**src/bsc_pkg.sv**
```systemverilog
// ----------------------------------------------------------------------------
// Bitmap stream compaction: shared types and constants
// Lane count, value width and the item and result records.
// ----------------------------------------------------------------------------
package bsc_pkg;

   localparam int LANES    = 8;
   localparam int VALUE_W  = 32;
   localparam int FILL_W   = $clog2(LANES);
   localparam int SLOT_W   = $clog2(LANES) + 1;
   localparam int CAT_W    = $clog2(2 * LANES);
   localparam int TOTAL_W  = 32;
   localparam int QDEPTH   = 4;
   localparam int QCOUNT_W = $clog2(QDEPTH) + 1;

   localparam logic [TOTAL_W-1:0] TOTAL_MAX = '1;

   typedef struct packed {
      logic                            final_group;
      logic [3:0]                      rows_in_group;
      logic [LANES-1:0]                valid_bits;
      logic [LANES-1:0][VALUE_W-1:0]   values;
   } item_type;

   typedef struct packed {
      logic [TOTAL_W-1:0]              kept_total;
      logic                            end_of_column;
      logic [SLOT_W-1:0]               slots_used;
      logic [LANES-1:0][VALUE_W-1:0]   outs;
   } result_type;

   typedef struct packed {
      logic       valid0;
      logic       valid1;
      result_type res0;
      result_type res1;
   } merge_out_type;

endpackage

```
**src/bsc_out_queue.sv**
```systemverilog
// ----------------------------------------------------------------------------
// Bitmap stream compaction: result queue
// Shift queue that takes up to two results a cycle and offers the oldest.
// ----------------------------------------------------------------------------
module bsc_out_queue (
   input  logic                   clock,
   input  logic                   reset,
   input  logic                   push,
   input  bsc_pkg::merge_out_type mo,
   input  logic                   pop,
   output logic                   room,
   output logic                   head_valid,
   output bsc_pkg::result_type    head
);

   bsc_pkg::result_type [bsc_pkg::QDEPTH-1:0] q_ff, q_in;
   logic [bsc_pkg::QCOUNT_W-1:0]              count_ff, count_in;
   logic [bsc_pkg::QCOUNT_W-1:0]              base;
   logic                                      push0, push1;

   always_comb begin
      push0 = push && mo.valid0;
      push1 = push && mo.valid1;
      base  = count_ff - bsc_pkg::QCOUNT_W'(pop);
      for (int i = 0; i < bsc_pkg::QDEPTH; i++) begin
         if (pop && i < bsc_pkg::QDEPTH - 1) begin
            q_in[i] = q_ff[i + 1];
         end else begin
            q_in[i] = q_ff[i];
         end
         if (push0 && base == bsc_pkg::QCOUNT_W'(i)) begin
            q_in[i] = mo.res0;
         end
         if (push1 && base + 1'b1 == bsc_pkg::QCOUNT_W'(i)) begin
            q_in[i] = mo.res1;
         end
      end
      count_in = base + bsc_pkg::QCOUNT_W'(push0) + bsc_pkg::QCOUNT_W'(push1);
   end

   always_ff @(posedge clock) begin
      if (reset) begin
         count_ff <= '0;
      end else begin
         count_ff <= count_in;
      end
   end

   always_ff @(posedge clock) begin
      q_ff <= q_in;
   end

   assign room       = count_ff <= bsc_pkg::QCOUNT_W'(bsc_pkg::QDEPTH - 2);
   assign head_valid = count_ff != '0;
   assign head       = q_ff[0];

endmodule

```
**config.mk**
```make
export PLATFORM = sky130hd
export DESIGN_NAME = bsc_out_queue
export DESIGN_NICKNAME = d
export VERILOG_FILES = /design/src/bsc_pkg.sv /design/src/bsc_out_queue.sv
export SDC_FILE = /design/constraint.sdc
export NUM_CORES = 2
export LEC_CHECK = 0
export ABC_AREA = 1
export BUFFER_PORTS_ARGS = -buffer_cell sky130_fd_sc_hd__buf_2
export CAP_MARGIN = 20
export CELL_PAD_IN_SITES_DETAIL_PLACEMENT = 0
export CELL_PAD_IN_SITES_GLOBAL_PLACEMENT = 1
export CORE_UTILIZATION = 40
export CTS_BUF_LIST = sky130_fd_sc_hd__clkbuf_8
export DETAILED_ROUTE_END_ITERATION = 6
export PLACE_DENSITY = 0.81
export SYNTH_ARGS = -nofsm -noshare
export SYNTH_HDL_FRONTEND = slang
export SYNTH_SLANG_ARGS = --single-unit
```
**constraint.sdc**
```tcl
create_clock -name clock -period 14 [get_ports clock]
set_input_delay 2.8 -clock clock [delete_from_list [all_inputs] [get_ports clock]]
set_output_delay 2.8 -clock clock [all_outputs]
set_load 0.05 [all_outputs]
```
==> results by group <==
Outcome
  • Status: completed

Timing
  • Hold slack: 0.575 ns
  • Final setup viols: 0
  • Unrepaired setup endpoints after global routing: false
  • Max-slew headroom: 22.7%
  • Setup TNS: 0 ns
  • Period utilization: 53.4%
  • Post-layout minimum cycle time: 7.48 ns
  • Clock Skew: 0.0471 ns
  • Slew Viols, Final: 0
  • Fmax: 134 MHz
  • Final worst slack: 6.52 ns
  • Worst slew pin tran: 1.16 ns
  • Endpoints failing hold: 0

Routing
  • ANT nets after route: 0
  • TritonRoute pass-1 iters: 6
  • Drc violations: 0
  • Total Wirelength: 221 mm
  • Total vias in the final route: 57.2k
  • DR WL/cell: 20.2 um
  • First-iteration detailed-routing DRC count: 6,338
  • Via density: 5.24

Floorplan
  • Die Y: 408 um
  • Core Area: 163,000 um2
  • Die area: 167,000 um2
  • Cell Rows: 148
  • Chip width: 408 um
  • Initial Utilization: 40.4%
  • Ports: 887

Clock network
  • Total CTS buffers: 209
  • H-tree depth: 4
  • Post-CTS Setup Bufs: 0
  • # clock sinks: 1,175
  • CTS root buf: clkbuf_8
  • Clock transition at the registers of the reported paths: 0.07 ns
  • Clock Latency Late Sink: 1.00 ns
  • TritonCTS clock tree: built
  • PostCTS Resize Cnt: 0
  • Clock Tree Buf Depth: 3
  • Hold buffers post-CTS: 0

Pwr
  • Power per cell area: 157 nW/um2
  • Leakage: 0.0358 uW
  • Worst VDD drop: 0.000126 V

Synthesis
  • Largest cells by area after synthesis: edfxtp_1 53%, nand2_1 15%, nand3_1 13%
  • Netlist cell types: 20
  • Register area share after synthesis: 53.4%
  • Yosys reg bits: 1,175
  • Most frequent cell after synthesis: nand2_1
  • Post-synth EDFFs: 1,172
  • Synth Cell Area: 66,000 um2
  • Syn Inst Count: 8,228
  • Post-synth top cells: 2,651 x nand2_1, 1,764 x nand3_1, 1,181 x inv_1, 1,172 x edfxtp_1, 404 x buf_2
  • Area leader, netlist: edfxtp_1
  • Share of the synthesized area in the top cell type: 53.3%
  • Syn Area/Cell: 8.03 um2
  • FFs w/ async S/R, synth: 0%
  • Ys Warns: 0
  • Ys flop type: edfxtp_1
  • Post-Syn Nets: 8,824

GRT
  • First-pass GRT wire length: 332 mm
  • Vias in the first global route: 54.8k
  • Total GRT Usage: 25.6%
  • Grt total ovfl: 0
  • Initial antenna violation count: 34
  • Pin count of the biggest net entering global routing: 193

Place
  • Place WS: 5.63 ns
  • Buffers on Ports: 886
  • GP Congestion: 0.829
  • Area post-placement: 69,300 um2
  • HPWL after DPL: 128 mm

Hold path
  • Min-Delay Path Class: flip-flop to flip-flop

Critical path
  • Crit Path Class: input port to flip-flop
  • Reg-to-reg setup timing slack: 8.08 ns
  • Crit path launch type: input port
  • Required @ worst endpoint: 14.69 ns
  • Crit path to: q_ff[1007]
  • R2R cell count: 14
  • Worst EP arrival: 8.17 ns
  • Setup crit start: pop
  • Crit path max fanout: 135
  • Reg-to-Reg End: q_ff[1007]
  • Worst R2R Start: count_ff[0]
  • Crit end category: flip-flop

Finish
  • Synth-to-layout area growth: 10.6%
  • Finished layout cell area: 73,000 um2
  • Fin nets: 9,154
  • Share of cells above drive strength 1: 14.1%

Flow run
  • Max_cap viols: 0
[cell type report]
cell class	count	area, um2
timing repair buffer	960	5150
sequential	1175	35300
clock inverter	167	802
fill	16300	90300
multi-input combinational	5025	21700
clock buffer	210	2890
inverter	1187	4480
antenna	19	47.5
tap	2175	2720
[worst max-delay path: stages]
cell and delay (ns):
buf_2 0.12, ha_1 0.20, ha_1 0.20, inv_1 0.08, nand2_1 0.14, nand2_8 0.63
ha_1 0.38, inv_1 0.10, nor2_4 0.09, nand3_4 0.53, buf_4 0.77, buf_4 0.70
buf_4 0.88, a21oi_1 0.18
[worst min path at each step]
stage                      to  cells after the start  startpoint  slack [ns]
floorplan             head[0]                      4   q_ff[293]        0.58
global placement    q_ff[457]                      4   q_ff[750]        0.59
detailed placement  q_ff[797]                      4  q_ff[1090]        0.60
CTS                 q_ff[790]                      4  q_ff[1083]        0.58
global route        q_ff[484]                      4   q_ff[777]        0.63
finish              q_ff[369]                      4   q_ff[662]        0.58
[metrics by stage]
step / power [uW] / std cells / util, %
floorplan: 7850 / 8228 / -
CTS: 11500 / 10900 / 44.7
finish: 11500 / 10900 / 44.7
detailed placement: 8540 / 10500 / 42.4
global placement: 8490 / 10500 / 42.4
global route: 12000 / 10900 / 44.7
[state kept, by name, summed over array words and instances, names as in the netlist]
signal	count
q_ff	879
head	293
count_ff	3
[layout by cell type, fill, tap and decap left out]
master	count
ha_1	4
nor2_4	4
nand3_1	1760
nand2_8	4
o21ai_0	1
dfxtp_1	3
diode_2	19
clkinv_1	63
buf_12	13
buf_4	61
inv_8	5
clkinv_8	2
clkinv_2	17
clkbuf_8	210
edfxtp_1	1172
inv_6	1
clkinvlp_4	7
bufinv_16	2
a21oi_1	295
inv_2	3
buf_2	886
inv_1	1251
nor2_1	297
xor2_1	1
nand2_4	2
o21bai_1	1
clkinv_4	1
inv_12	2
and2_1	1
nand3_4	6
nand2_1	2649
[logic make-up (layout without fill, tap and decap cells)]
family / after synthesis / after routing / synth area share [%]
and+or+nand+nor: 4723 / 4723 / 30.3
AOI/OAI and AO/OA: 297 / 297 / 2.25
other: 0 / 19 / 0
xor gates and xnor gates: 1 / 1 / 0.0133
buffers and inverters: 2028 / 2524 / 14.0
adders and majority gates: 4 / 4 / 0.0758
DFF: 1175 / 1175 / 53.4
[power breakdown]
part	switching [uW]	leakage (uW)	total, uW	internal, uW
Clock	1540	0.00213	2970	1430
Sequential	223	0.0113	5050	4830
Combinational	2670	0.0223	3470	792
[metal layers]
layer	up-vias	routed length (um)	track usage, %
li1	26800	-	-
met2	2982	101000	40.2
met5	-	128	0
met1	26900	91500	34.3
met4	18	8260	11.3
met3	431	20000	4.95
Power figures use the tool's default switching activity.
